File: config.mk
export PLATFORM = sky130hd
export DESIGN_NAME = nstp_front
export DESIGN_NICKNAME = d
export VERILOG_FILES = /design/src/hw/rtl/nstp_pkg.sv /design/src/hw/rtl/nstp_front.sv
export SDC_FILE = /design/constraint.sdc
export NUM_CORES = 1
export LEC_CHECK = 0
export BUFFER_PORTS_ARGS = -buffer_cell sky130_fd_sc_hd__buf_4
export CAP_MARGIN = 15
export CORE_MARGIN = 2
export CORE_UTILIZATION = 30
export DETAILED_ROUTE_END_ITERATION = 10
export PLACE_DENSITY = 0.6
export SETUP_SLACK_MARGIN = 0.5
export SYNTH_ARGS = -nofsm -noshare
export SYNTH_HDL_FRONTEND = slang
export SYNTH_SLANG_ARGS = --single-unit
File: constraint.sdc
create_clock -name clk -period 4.35 [get_ports clk]
set_input_delay 0 -clock clk [delete_from_list [all_inputs] [get_ports clk]]
set_output_delay 0 -clock clk [all_outputs]
set_load 0.01 [all_outputs]
File: src/hw/rtl/nstp_pkg.sv
// ----------------------------------------------------------------------------
// nstp_pkg
// Shared constants, codes and types of the nested state time profiler.
// ----------------------------------------------------------------------------
`default_nettype none

package nstp_pkg;

  localparam int EVENTS   = 64;
  localparam int RANKS    = 16;
  localparam int NEST_MAX = 255;

  localparam int EW    = $clog2(EVENTS);
  localparam int RW    = $clog2(RANKS);
  localparam int SLOTS = EVENTS * RANKS;
  localparam int SW    = $clog2(SLOTS);

  localparam int TS_W    = 48;
  localparam int TOT_W   = 56;
  localparam int CALL_W  = 32;
  localparam int NEST_W  = 8;
  localparam int ID_W    = 6;
  localparam int RANK_W  = 4;
  localparam int KIND_W  = 3;
  localparam int STAT_W  = 3;

  // Input kinds
  localparam logic [KIND_W-1:0] KIND_START  = 3'd0;
  localparam logic [KIND_W-1:0] KIND_STOP   = 3'd1;
  localparam logic [KIND_W-1:0] KIND_SOLO   = 3'd2;
  localparam logic [KIND_W-1:0] KIND_REPORT = 3'd4;

  // Result status codes
  localparam logic [STAT_W-1:0] ST_ACCEPTED = 3'd0;
  localparam logic [STAT_W-1:0] ST_CLOSED   = 3'd1;
  localparam logic [STAT_W-1:0] ST_IGNORED  = 3'd2;
  localparam logic [STAT_W-1:0] ST_OVERFLOW = 3'd3;
  localparam logic [STAT_W-1:0] ST_UNMATCH  = 3'd4;
  localparam logic [STAT_W-1:0] ST_CUTOFF   = 3'd5;
  localparam logic [STAT_W-1:0] ST_REPORT   = 3'd6;

  // Configuration register indexes
  localparam logic [1:0] CFG_RANK_ANY    = 2'd0;
  localparam logic [1:0] CFG_RANK_SELECT = 2'd1;
  localparam logic [1:0] CFG_CUT_EN      = 2'd2;
  localparam logic [1:0] CFG_CUT_TIME    = 2'd3;

  typedef enum logic [1:0] {
    OP_START,
    OP_STOP,
    OP_SOLO,
    OP_BADSTOP
  } op_t;

  typedef struct packed {
    logic            is_report;
    logic            cut;
    logic            ignored;
    op_t             op;
    logic            ev_ok;
    logic [ID_W-1:0] ev_id;
    logic [ID_W-1:0] res_ev;
    logic [EW-1:0]   ev_addr;
    logic [SW-1:0]   slot;
    logic [TS_W-1:0] ts;
  } item_t;

  typedef enum logic [2:0] {
    BK_CLEAR,
    BK_IDLE,
    BK_READ,
    BK_SW_RD,
    BK_SW_CALC,
    BK_SW_ADD,
    BK_FIN
  } bk_state_t;

  function automatic logic [TS_W-1:0] span(input logic [TS_W-1:0] now,
                                           input logic [TS_W-1:0] then_t);
    span = (now >= then_t) ? (now - then_t) : '0;
  endfunction

  function automatic logic [TOT_W-1:0] sat_add(input logic [TOT_W-1:0] tot,
                                               input logic [TS_W-1:0] d);
    logic [TOT_W:0] s;
    s = {1'b0, tot} + {{(TOT_W - TS_W + 1){1'b0}}, d};
    sat_add = s[TOT_W] ? {TOT_W{1'b1}} : s[TOT_W-1:0];
  endfunction

endpackage

`default_nettype wire

File: src/hw/rtl/nstp_front.sv
// ----------------------------------------------------------------------------
// nstp_front
// Holds the configuration and classifies incoming log events into queue items.
// ----------------------------------------------------------------------------
`default_nettype none

module nstp_front import nstp_pkg::*; (
  input  wire logic              clk,
  input  wire logic              rst_n,
  input  wire logic              cfg_we,
  input  wire logic [1:0]        cfg_addr,
  input  wire logic [TS_W-1:0]   cfg_wdata,
  input  wire logic [KIND_W-1:0] kind,
  input  wire logic [ID_W-1:0]   event_id,
  input  wire logic [RANK_W-1:0] source_rank,
  input  wire logic [TS_W-1:0]   timestamp,
  output item_t                  item
);

  logic              rank_any_r;
  logic [RANK_W-1:0] rank_select_r;
  logic              cut_en_r;
  logic [TS_W-1:0]   cut_time_r;

  always_ff @(posedge clk) begin
    if (!rst_n) begin
      rank_any_r    <= 1'b1;
      rank_select_r <= '0;
      cut_en_r      <= 1'b0;
      cut_time_r    <= '0;
    end else if (cfg_we) begin
      unique case (cfg_addr)
        CFG_RANK_ANY:    rank_any_r    <= cfg_wdata[0];
        CFG_RANK_SELECT: rank_select_r <= cfg_wdata[RANK_W-1:0];
        CFG_CUT_EN:      cut_en_r      <= cfg_wdata[0];
        CFG_CUT_TIME:    cut_time_r    <= cfg_wdata;
        default: ;
      endcase
    end
  end

  logic            ev_ok;
  logic            rank_ok;
  logic            ign;
  logic [ID_W-1:0] ev_m1;

  always_comb begin
    ev_ok   = ({1'b0, event_id} < (ID_W + 1)'(EVENTS));
    rank_ok = ({1'b0, source_rank} < (RANK_W + 1)'(RANKS));
    ev_m1   = event_id - ID_W'(1);
    ign     = !ev_ok || !rank_ok ||
              (!rank_any_r && (source_rank != rank_select_r));

    item.is_report = (kind == KIND_REPORT);
    item.cut       = cut_en_r && (timestamp > cut_time_r) && (kind != KIND_REPORT);
    item.ev_ok     = ev_ok;
    item.ts        = timestamp;
    item.ev_id     = event_id;
    item.res_ev    = event_id;
    item.ev_addr   = event_id[EW-1:0];
    item.slot      = {event_id[EW-1:0], source_rank[RW-1:0]};
    item.ignored   = ign;
    case (kind)
      KIND_START: item.op = OP_START;
      KIND_SOLO:  item.op = OP_SOLO;
      KIND_STOP: begin
        if (event_id == '0) begin
          item.op = OP_BADSTOP;
        end else begin
          // A stop works on the slot of its start event.
          item.op   = OP_STOP;
          item.slot = {ev_m1[EW-1:0], source_rank[RW-1:0]};
          if (!ign) begin
            item.res_ev  = ev_m1;
            item.ev_addr = ev_m1[EW-1:0];
          end
        end
      end
      default: begin
        item.op      = OP_SOLO;
        item.ignored = 1'b1;
      end
    endcase
  end

endmodule

`default_nettype wire

==> metrics.md <==
| Metric | Value |
|---|---|
| Mapped Cells | 521 |
| Routed Antenna Nets | 0 |
| Cell Rows | 42 |
| Dpl hpwl | 8.513 mm |
| Die Footprint | 14430 sq um |
| Setup violators final | 0 |
| Setup TNS | 0 ps |
| Register area | 1081 sq um |
| Crit path launch type | register |
| DR WL/cell | 12.67 microns |
| Clk_skew | 0 ps |
| Initial Utilization | 30.67% |
| Leak | 2.542 nW |
| Antenna diode count | 0 |
| Setup slack, reg-to-reg | 3690 ps |
| Post-synth top area share | 26.72% |
| Vias/cell | 4.386 |
| Post-cts resize count | 0 |
| Number of H-tree levels | 2 |
| Fmax | 417.1 MHz |
| Async S/R FF share, synth | 0% |
| WS Path Type | reg2out |
| Synth top area cells | dfxtp_1 (27%), ha_1 (15%), buf_4 (12%), nand2_1 (11%), a21boi_0 (5.2%) |
| Area of the multi-input gates | 2218 sq um |
| Core box area | 13190 sq um |
| Total GRT Usage | 15.10% |
| Peak supply drop | 131.8 uV |
| Period utilisation layout | 55.11% |
| Root Driver | clkbuf_16 |
| Crit path required time | 4350 ps |
| Status | finished clean |
| Initial antenna violation count | 0 |
| CP endpoint kind | primary output |
| CTS buffer count | 5 |
| Nets | 853 |
| Post-synth EDFFs | 0 |
| Tot Pwr | 1.284 mW |
| Clock Tree Buf Depth | 2 |
| Fin. Hold Viols | 0 |
| PwrDens | 221.6 nW/um^2 |
| Latest clock arrival within the worst-skew pair | 290 ps |
| Hold Path Depth | 4 |
| Starting DRT DRC Count | 98 |
| Netlist Area Pre-Place | 4045 sq um |
| Post-Syn Nets | 685 |
| Prevailing post-synth register cell | dfxtp_1 |
| DRT Pass-1 Iters | 4 |
| Post-synth top cells | nand2_1 (118), buf_4 (65), dfxtp_1 (54) |
| RD Place Congestion | 0.7965 |
| Syn. warnings | 0 |
| Final Max Slew Viols | 0 |
| Crit Path Max Fanout | 4 |
| Setup Fix Bufs, Post-CTS | 0 |
| Vias in the first global route | 3872 |
| Post-synthesis sequential area ratio | 26.72% |
| Total routed wirelength | 10.96 mm |
| Io pins | 196 |
| First-pass GRT wire length | 17.66 mm |
| Flops & latches, synth | 54 |
| Grt total ovfl | 0 |
| HP Class | in2reg |
| Die H | 120.1 microns |
| Number of remaining DRC errors | 0 |
| Area Growth Syn to Fin | 43.24% |
| Minimum clock period | 2397 ps |
| Largest net degree at the start of global routing | 55 |
| CTS tree | done |
| Clk pin slew, worst setup/hold paths | 70 ps |
| Sink Count | 54 |
| Worst Path Arrival | 2400 ps |
| Synth area leader | dfxtp_1 |
| # fillers | 1335 |
| Most frequent cell after synthesis | nand2_1 |
| Cell variety after synth | 46 |
| Unrepaired setup endpoints after global routing | false |
| Detailed-route via count | 3794 |
| Slew HR | 32.79% |
| Layout cells sized above 1 | 31.06% |
| Worst-margin pin slew | 1007 ps |
| Input/output buffers | 194 |
| Die X | 120.1 microns |
| Synthesized area per cell | 7.764 sq um |
| Max Cap Viol | 0 |
| R2R depth | 2 |
==> cell type report <==
class                   count  area share (%)
clock inverters             2          0.1727
inverters                  54           3.498
well taps                 176           3.800
multi-input cells         332           38.29
flip-flops and latches     54           18.66
repair buffers            242           33.43
clock buffers               5           2.159
==> critical path, cell delays in order, from the launching register on <==
cell,delay (ps)
dfxtp_1,340
inv_1,50
ha_1,330
nand4_1,120
nor4_1,440
o21ai_0,180
a21oi_1,170
o31ai_1,90
a211oi_1,240
buf_4,170
==> cell families (layout without fill, tap and decap cells) <==
group,Yosys count,in the layout,share of synthesized area [%]
AND/OR/NAND/NOR,173,173,19.70
buffers and inverters,135,303,18.59
AO/OA/AOI/OAI,92,92,15.56
flip-flops,54,54,26.72
adder cells (fa/ha/maj),50,50,15.47
multiplexers,10,10,2.567
XOR/XNOR,6,6,1.299
other,1,1,0.09270
==> metrics by stage <==
stage                     hold WS [ps]  setup WS [ps]  instances  utilization [%]  cell area (sq um)
final                            65.77           1953        865            43.93               5794
after global routing             89.21           1661        865            43.93               5794
after CTS                        63.67           1928        865            43.93               5794
after detailed placement         191.0           2259        810            39.26               5179
after global placement           191.2           2253        810            39.26               5179
after floorplan                  54.87           2464        521                -               4045
==> power breakdown <==
group	internal, mW	switching, mW	total [mW]
Clock	0.209	0.182	0.391
Sequential	0.511	0.00803	0.519
Combinational	0.211	0.164	0.375
Total	0.930	0.354	1.28
==> flip-flops by register name, indices dropped and copies added, names as in the netlist <==
register       cells
cut_en_r           1
rank_any_r         1
cut_time_r        48
rank_select_r      4
==> repair_timing <==
item | 4_1_cts | 5_1_grt
setup endpoints to repair | 0 | 0
hold buffers | 48 | 0
hold endpoints to repair | 53 | 0
==> per-layer routing <==
layer  up-vias  share of wire, %  global-route usage, %
li1       1989                 -                      -
met1      1714                41                  17.56
met2        84                54                  29.15
met3         7               4.0                  2.424
met4         0              0.56                  2.426
met5         -                 0                      0
==> cell usage in the layout (no fill, tap or decap), types with 3 or more instances in the layout <==
cell,count
and4_1,3
inv_1,53
nor2b_1,8
dfxtp_1,54
a21boi_0,28
nor3_1,5
nor2_1,13
ha_1,50
mux2i_1,7
nand4_1,5
a21oi_1,25
buf_4,194
xnor2_1,6
dlygate4sd3_1,48
a21boi_1,20
o21ai_0,5
nand3_1,5
nand2_1,118
clkbuf_16,5
==> path summary, 6_finish.rpt <==
kind                               startpoint                           to
hold / removal                    cfg_addr[1]      rank_any_r$_SDFFE_PN1P_
setup / recovery  cut_time_r[10]$_SDFFE_PN0P_                     item[80]
hold reg to reg    cut_time_r[7]$_SDFFE_PN0P_   cut_time_r[7]$_SDFFE_PN0P_
setup reg to reg  cut_time_r[29]$_SDFFE_PN0P_  cut_time_r[29]$_SDFFE_PN0P_
Note: power is estimated with default switching activity, not from simulation.
