[config.mk]
export PLATFORM = sky130hd
export DESIGN_NAME = nstp_fifo
export DESIGN_NICKNAME = d
export VERILOG_FILES = /design/src/hw/rtl/nstp_pkg.sv /design/src/hw/rtl/nstp_fifo.sv
export SDC_FILE = /design/constraint.sdc
export NUM_CORES = 1
export LEC_CHECK = 0
export BUFFER_PORTS_ARGS = -buffer_cell sky130_fd_sc_hd__clkbuf_2
export CAP_MARGIN = 40
export CORE_MARGIN = 2
export CORE_UTILIZATION = 50
export DETAILED_ROUTE_END_ITERATION = 10
export GPL_TIMING_DRIVEN = 0
export PLACE_DENSITY = 0.86
export SLEW_MARGIN = 20
export SYNTH_ARGS = -nofsm -noshare
export SYNTH_HDL_FRONTEND = slang
export SYNTH_SLANG_ARGS = --single-unit
[constraint.sdc]
create_clock -name clk -period 5.05 [get_ports clk]
set_input_delay 0.505 -clock clk [delete_from_list [all_inputs] [get_ports clk]]
set_output_delay 0.505 -clock clk [all_outputs]
set_load 0.02 [all_outputs]
[src/hw/rtl/nstp_pkg.sv]
// ----------------------------------------------------------------------------
// nstp_pkg
// Shared constants, codes and types of the nested state time profiler.
// ----------------------------------------------------------------------------
`default_nettype none

package nstp_pkg;

  localparam int EVENTS   = 64;
  localparam int RANKS    = 16;
  localparam int NEST_MAX = 255;

  localparam int EW    = $clog2(EVENTS);
  localparam int RW    = $clog2(RANKS);
  localparam int SLOTS = EVENTS * RANKS;
  localparam int SW    = $clog2(SLOTS);

  localparam int TS_W    = 48;
  localparam int TOT_W   = 56;
  localparam int CALL_W  = 32;
  localparam int NEST_W  = 8;
  localparam int ID_W    = 6;
  localparam int RANK_W  = 4;
  localparam int KIND_W  = 3;
  localparam int STAT_W  = 3;

  // Input kinds
  localparam logic [KIND_W-1:0] KIND_START  = 3'd0;
  localparam logic [KIND_W-1:0] KIND_STOP   = 3'd1;
  localparam logic [KIND_W-1:0] KIND_SOLO   = 3'd2;
  localparam logic [KIND_W-1:0] KIND_REPORT = 3'd4;

  // Result status codes
  localparam logic [STAT_W-1:0] ST_ACCEPTED = 3'd0;
  localparam logic [STAT_W-1:0] ST_CLOSED   = 3'd1;
  localparam logic [STAT_W-1:0] ST_IGNORED  = 3'd2;
  localparam logic [STAT_W-1:0] ST_OVERFLOW = 3'd3;
  localparam logic [STAT_W-1:0] ST_UNMATCH  = 3'd4;
  localparam logic [STAT_W-1:0] ST_CUTOFF   = 3'd5;
  localparam logic [STAT_W-1:0] ST_REPORT   = 3'd6;

  // Configuration register indexes
  localparam logic [1:0] CFG_RANK_ANY    = 2'd0;
  localparam logic [1:0] CFG_RANK_SELECT = 2'd1;
  localparam logic [1:0] CFG_CUT_EN      = 2'd2;
  localparam logic [1:0] CFG_CUT_TIME    = 2'd3;

  typedef enum logic [1:0] {
    OP_START,
    OP_STOP,
    OP_SOLO,
    OP_BADSTOP
  } op_t;

  typedef struct packed {
    logic            is_report;
    logic            cut;
    logic            ignored;
    op_t             op;
    logic            ev_ok;
    logic [ID_W-1:0] ev_id;
    logic [ID_W-1:0] res_ev;
    logic [EW-1:0]   ev_addr;
    logic [SW-1:0]   slot;
    logic [TS_W-1:0] ts;
  } item_t;

  typedef enum logic [2:0] {
    BK_CLEAR,
    BK_IDLE,
    BK_READ,
    BK_SW_RD,
    BK_SW_CALC,
    BK_SW_ADD,
    BK_FIN
  } bk_state_t;

  function automatic logic [TS_W-1:0] span(input logic [TS_W-1:0] now,
                                           input logic [TS_W-1:0] then_t);
    span = (now >= then_t) ? (now - then_t) : '0;
  endfunction

  function automatic logic [TOT_W-1:0] sat_add(input logic [TOT_W-1:0] tot,
                                               input logic [TS_W-1:0] d);
    logic [TOT_W:0] s;
    s = {1'b0, tot} + {{(TOT_W - TS_W + 1){1'b0}}, d};
    sat_add = s[TOT_W] ? {TOT_W{1'b1}} : s[TOT_W-1:0];
  endfunction

endpackage

`default_nettype wire

[src/hw/rtl/nstp_fifo.sv]
// ----------------------------------------------------------------------------
// nstp_fifo
// Two-entry queue of classified items between the front and back parts.
// ----------------------------------------------------------------------------
`default_nettype none

module nstp_fifo import nstp_pkg::*; (
  input  wire logic  clk,
  input  wire logic  rst_n,
  input  wire logic  push,
  input  wire item_t push_item,
  input  wire logic  pop,
  output logic       full,
  output logic       empty,
  output item_t      head
);

  item_t      mem_r [2];
  logic       wr_ptr_r, wr_ptr_nxt;
  logic       rd_ptr_r, rd_ptr_nxt;
  logic [1:0] cnt_r, cnt_nxt;

  assign full  = (cnt_r == 2'd2);
  assign empty = (cnt_r == 2'd0);
  assign head  = mem_r[rd_ptr_r];

  always_comb begin
    wr_ptr_nxt = push ? ~wr_ptr_r : wr_ptr_r;
    rd_ptr_nxt = pop ? ~rd_ptr_r : rd_ptr_r;
    cnt_nxt    = cnt_r + {1'b0, push} - {1'b0, pop};
  end

  always_ff @(posedge clk) begin
    if (!rst_n) begin
      wr_ptr_r <= 1'b0;
      rd_ptr_r <= 1'b0;
      cnt_r    <= 2'd0;
    end else begin
      wr_ptr_r <= wr_ptr_nxt;
      rd_ptr_r <= rd_ptr_nxt;
      cnt_r    <= cnt_nxt;
    end
  end

  always_ff @(posedge clk) begin
    if (push) begin
      mem_r[wr_ptr_r] <= push_item;
    end
  end

endmodule

`default_nettype wire

==> impl_metrics.prom <==
# TYPE chip_impl_metric gauge
chip_impl_metric{name="initial_utilization",unit=""} 0.5145
chip_impl_metric{name="finalHoldViolations",unit=""} 0
chip_impl_info{name="crit_type",value="reg -> out"} 1
chip_impl_metric{name="switchingPower",unit="uW"} 736.3
chip_impl_metric{name="cts_post_setup_buffers_inserted",unit=""} 0
chip_impl_metric{name="num_vias",unit=""} 3123
chip_impl_metric{name="post_syn_nets",unit=""} 364
chip_impl_metric{name="number_of_setup_violations_in_the_final_report",unit=""} 0
chip_impl_metric{name="worst-path-max-fanout",unit=""} 10
chip_impl_metric{name="sequentialPowerShare",unit=""} 0.478
chip_impl_info{name="cts_tree",value="yes"} 1
chip_impl_metric{name="antenna_violations_before_repair",unit=""} 0
chip_impl_metric{name="timing.reg2reg.setup_slack",unit="ns"} 3.42
chip_impl_metric{name="cts.clk_slew.worst_paths",unit="ns"} 0.06
chip_impl_info{name="start_kind",value="register"} 1
chip_impl_metric{name="yosysWarningCount",unit=""} 0
chip_impl_metric{name="min_period",unit="ns"} 2.148
chip_impl_metric{name="syn_area",unit="mm^2"} 0.006545
chip_impl_metric{name="switching_share",unit=""} 0.2144
chip_impl_metric{name="gp_congestion",unit=""} 0.6634
chip_impl_metric{name="fin_cells",unit=""} 653
chip_impl_metric{name="io_pins",unit=""} 170
chip_impl_metric{name="num-nets-final",unit=""} 556
chip_impl_metric{name="drive_above_1_share",unit=""} 0.6091
chip_impl_metric{name="detailedRoute.firstPassIterationCount",unit=""} 4
chip_impl_info{name="cts_root_buffer",value="sky130_fd_sc_hd__clkbuf_16"} 1
chip_impl_metric{name="worst_slew_pin_slew",unit="ns"} 0.6287
chip_impl_metric{name="finalPower",unit="mW"} 3.434
chip_impl_metric{name="globalRouteOverflowTotal",unit=""} 0
chip_impl_metric{name="chipWidth",unit="um"} 118.4
chip_impl_metric{name="worst_slack",unit="ns"} 2.902
chip_impl_metric{name="dpl_cell_area",unit="mm^2"} 0.007704
chip_impl_metric{name="grt_use_total",unit=""} 0.1609
chip_impl_metric{name="drv_cap",unit=""} 0
chip_impl_metric{name="die_area",unit="mm^2"} 0.01402
chip_impl_info{name="hold_class",value="in -> reg"} 1
chip_impl_metric{name="max-slew-margin-rel",unit=""} 0.5800
chip_impl_metric{name="final.setup_skew",unit="ns"} 0.005966
chip_impl_info{name="status",value="completed"} 1
chip_impl_metric{name="cts_bufs_inserted",unit=""} 17
chip_impl_metric{name="post-route-period-util",unit=""} 0.4253
chip_impl_metric{name="ys_types",unit=""} 14
chip_impl_metric{name="clockBufferDepth",unit=""} 2
chip_impl_metric{name="relative_area_change_from_synthesis_to_final_layout",unit="%"} 27.13
chip_impl_metric{name="achievable-frequency",unit="GHz"} 0.4655
chip_impl_info{name="unrepaired_setup_endpoints_after_global_routing",value="false"} 1
chip_impl_metric{name="placementRows",unit=""} 41
chip_impl_metric{name="routed_via_density",unit=""} 4.783
chip_impl_info{name="highest_count_cells_in_the_layout_ignoring_fill_and_taps",value="sky130_fd_sc_hd__clkbuf_2 (169), sky130_fd_sc_hd__edfxtp_1 (164), sky130_fd_sc_hd__mux2_4 (80), sky130_fd_sc_hd__clkbuf_16 (17), sky130_fd_sc_hd__buf_12 (11)"} 1
chip_impl_info{name="grt.busiest_layer",value="met2"} 1
chip_impl_metric{name="powerDensity",unit="mW/mm^2"} 412.7
chip_impl_metric{name="global_route.usage.met1",unit=""} 0.1933
chip_impl_info{name="layout_commonest_cell",value="sky130_fd_sc_hd__clkbuf_2"} 1
chip_impl_metric{name="clockPowerShare",unit=""} 0.386
chip_impl_metric{name="detail_route.iter0.violations",unit=""} 228
chip_impl_metric{name="cts_hold_repair.buffers",unit=""} 0
chip_impl_metric{name="final_antenna_diode_count",unit=""} 0
chip_impl_info{name="timing.hold.worst.start",value="push_item[1]"} 1
chip_impl_metric{name="power.combinational.fraction",unit=""} 0.135
chip_impl_metric{name="detail-route-antenna-nets",unit=""} 0
chip_impl_metric{name="grt_pass1_wl",unit="um"} 16920
chip_impl_metric{name="worst_ep_arrival_time",unit="ns"} 1.64
chip_impl_metric{name="cellInternalPower",unit="mW"} 2.698
chip_impl_metric{name="total_leakage_power",unit="nW"} 3.371
chip_impl_metric{name="netlist.area_leader.share",unit=""} 0.7524
chip_impl_metric{name="port-buffer-count",unit=""} 169
chip_impl_metric{name="coreArea",unit="mm^2"} 0.01272
chip_impl_metric{name="fp.dieH",unit="um"} 118.4
chip_impl_metric{name="ir_worst_vdd",unit="mV"} 0.3053
chip_impl_metric{name="finalInstanceArea",unit="mm^2"} 0.008320
chip_impl_metric{name="cts-resized-gates",unit=""} 0
chip_impl_info{name="biggest_area_consumer_among_synthesized_cells",value="sky130_fd_sc_hd__edfxtp_1"} 1
chip_impl_metric{name="seq_cells_post_synth",unit=""} 169
chip_impl_metric{name="hpwlAfterDp",unit="um"} 7521
chip_impl_metric{name="synthesis.area_per_instance",unit="um^2"} 23.71
chip_impl_info{name="critical_path.reg2reg.startpoint",value="wr_ptr_r"} 1
chip_impl_info{name="synthTopCellsByArea",value="sky130_fd_sc_hd__edfxtp_1 (75%), sky130_fd_sc_hd__mux2_4 (18%), sky130_fd_sc_hd__buf_12 (2.4%)"} 1
chip_impl_metric{name="grt_util_met3",unit=""} 0.05840
chip_impl_metric{name="clk-insertion-delay-late",unit="ns"} 0.41
chip_impl_metric{name="timing.critical_path.required",unit="ns"} 4.55
chip_impl_metric{name="placed_cells_incl_taps",unit=""} 621
chip_impl_info{name="endpoint_kind",value="output port"} 1
chip_impl_metric{name="tritoncts_num_sinks",unit=""} 169
chip_impl_metric{name="preCtsSetupSlack",unit="ns"} 3.036
chip_impl_metric{name="grt_max_degree",unit=""} 43
chip_impl_metric{name="synth_seq_area_share",unit=""} 0.7677
chip_impl_metric{name="avgRoutedWirePerCell",unit="um"} 16.75
chip_impl_metric{name="htree_levels",unit=""} 4
chip_impl_metric{name="grtUsageMet2",unit=""} 0.2702
chip_impl_metric{name="drc",unit=""} 0
chip_impl_metric{name="synthesis.instances",unit=""} 276
chip_impl_metric{name="drt_wl_total",unit="um"} 10940
chip_impl_metric{name="fin_hold_ws",unit="ns"} 0.2844
chip_impl_metric{name="final_util",unit=""} 0.6540
chip_impl_metric{name="number_of_global_route_vias_before_repair",unit=""} 3349
chip_impl_metric{name="final.setup.tns",unit="ns"} 0
chip_impl_metric{name="final-max-slew-violation-count",unit=""} 0
## critical path, cell delays in order, from the launching register on
cell                       delay, ns
sky130_fd_sc_hd__dfxtp_1        0.32
sky130_fd_sc_hd__buf_6          0.24
sky130_fd_sc_hd__buf_12         0.19
sky130_fd_sc_hd__mux2_4         0.32
sky130_fd_sc_hd__clkbuf_2       0.17
## cell families after synthesis
logic type,synth area share
AOI/OAI and AO/OA,0.001147
xor gates and xnor gates,0.004779
adders and majority gates,0.003823
buffers and inverters,0.02734
DFF,0.7677
muxes,0.1870
and+or+nand+nor,0.008218
## per-layer routing
| layer | share of wire | up-vias |
|---|---|---|
| met2 | 0.52 | 107 |
| met5 | 0 | - |
| li1 | - | 1475 |
| met1 | 0.41 | 1533 |
| met4 | 0.0089 | 0 |
| met3 | 0.060 | 8 |
## power by group through the flow
stage	Combinational, mW	Clock (mW)	Sequential (mW)
after floorplan	0.318	0	1.67
after global placement	0.447	0	1.68
after detailed placement	0.470	0	1.67
after CTS	0.472	1.35	1.64
after global routing	0.493	1.41	1.65
final	0.465	1.33	1.64
## synthesized netlist by cell type
cell / number
sky130_fd_sc_hd__and2_1: 4
sky130_fd_sc_hd__buf_12: 8
sky130_fd_sc_hd__buf_6: 1
sky130_fd_sc_hd__dfxtp_1: 5
sky130_fd_sc_hd__edfxtp_1: 164
sky130_fd_sc_hd__ha_1: 2
sky130_fd_sc_hd__inv_1: 2
sky130_fd_sc_hd__mux2_2: 2
sky130_fd_sc_hd__mux2_4: 80
sky130_fd_sc_hd__nor2_1: 1
sky130_fd_sc_hd__nor2b_1: 4
sky130_fd_sc_hd__o21a_1: 1
sky130_fd_sc_hd__xnor3_1: 1
sky130_fd_sc_hd__xor2_1: 1
## state kept, by name, indices dropped and copies added, names as in the netlist, named ones only
register,flops
cnt_r,2
mem_r,164
rd_ptr_r,1
wr_ptr_r,1
## cell type report
| type | count | area [um^2] |
|---|---|---|
| fill | 888 | 4402 |
| sequential | 169 | 5025 |
| inverter | 2 | 7.507 |
| multi-input combinational | 96 | 1351 |
| buffer | 9 | 171.4 |
| clock buffer | 24 | 471.7 |
| tap | 172 | 215.2 |
| clock inverter | 8 | 145.1 |
| timing repair buffer | 173 | 933.4 |
## final timing paths
check            endpoint  cells past startpoint
min reg2reg      register                      2
min           mem_r[1][1]                      1
max reg2reg  mem_r[0][69]                      3
max              head[55]                      4
Power figures use the tool's default switching activity.
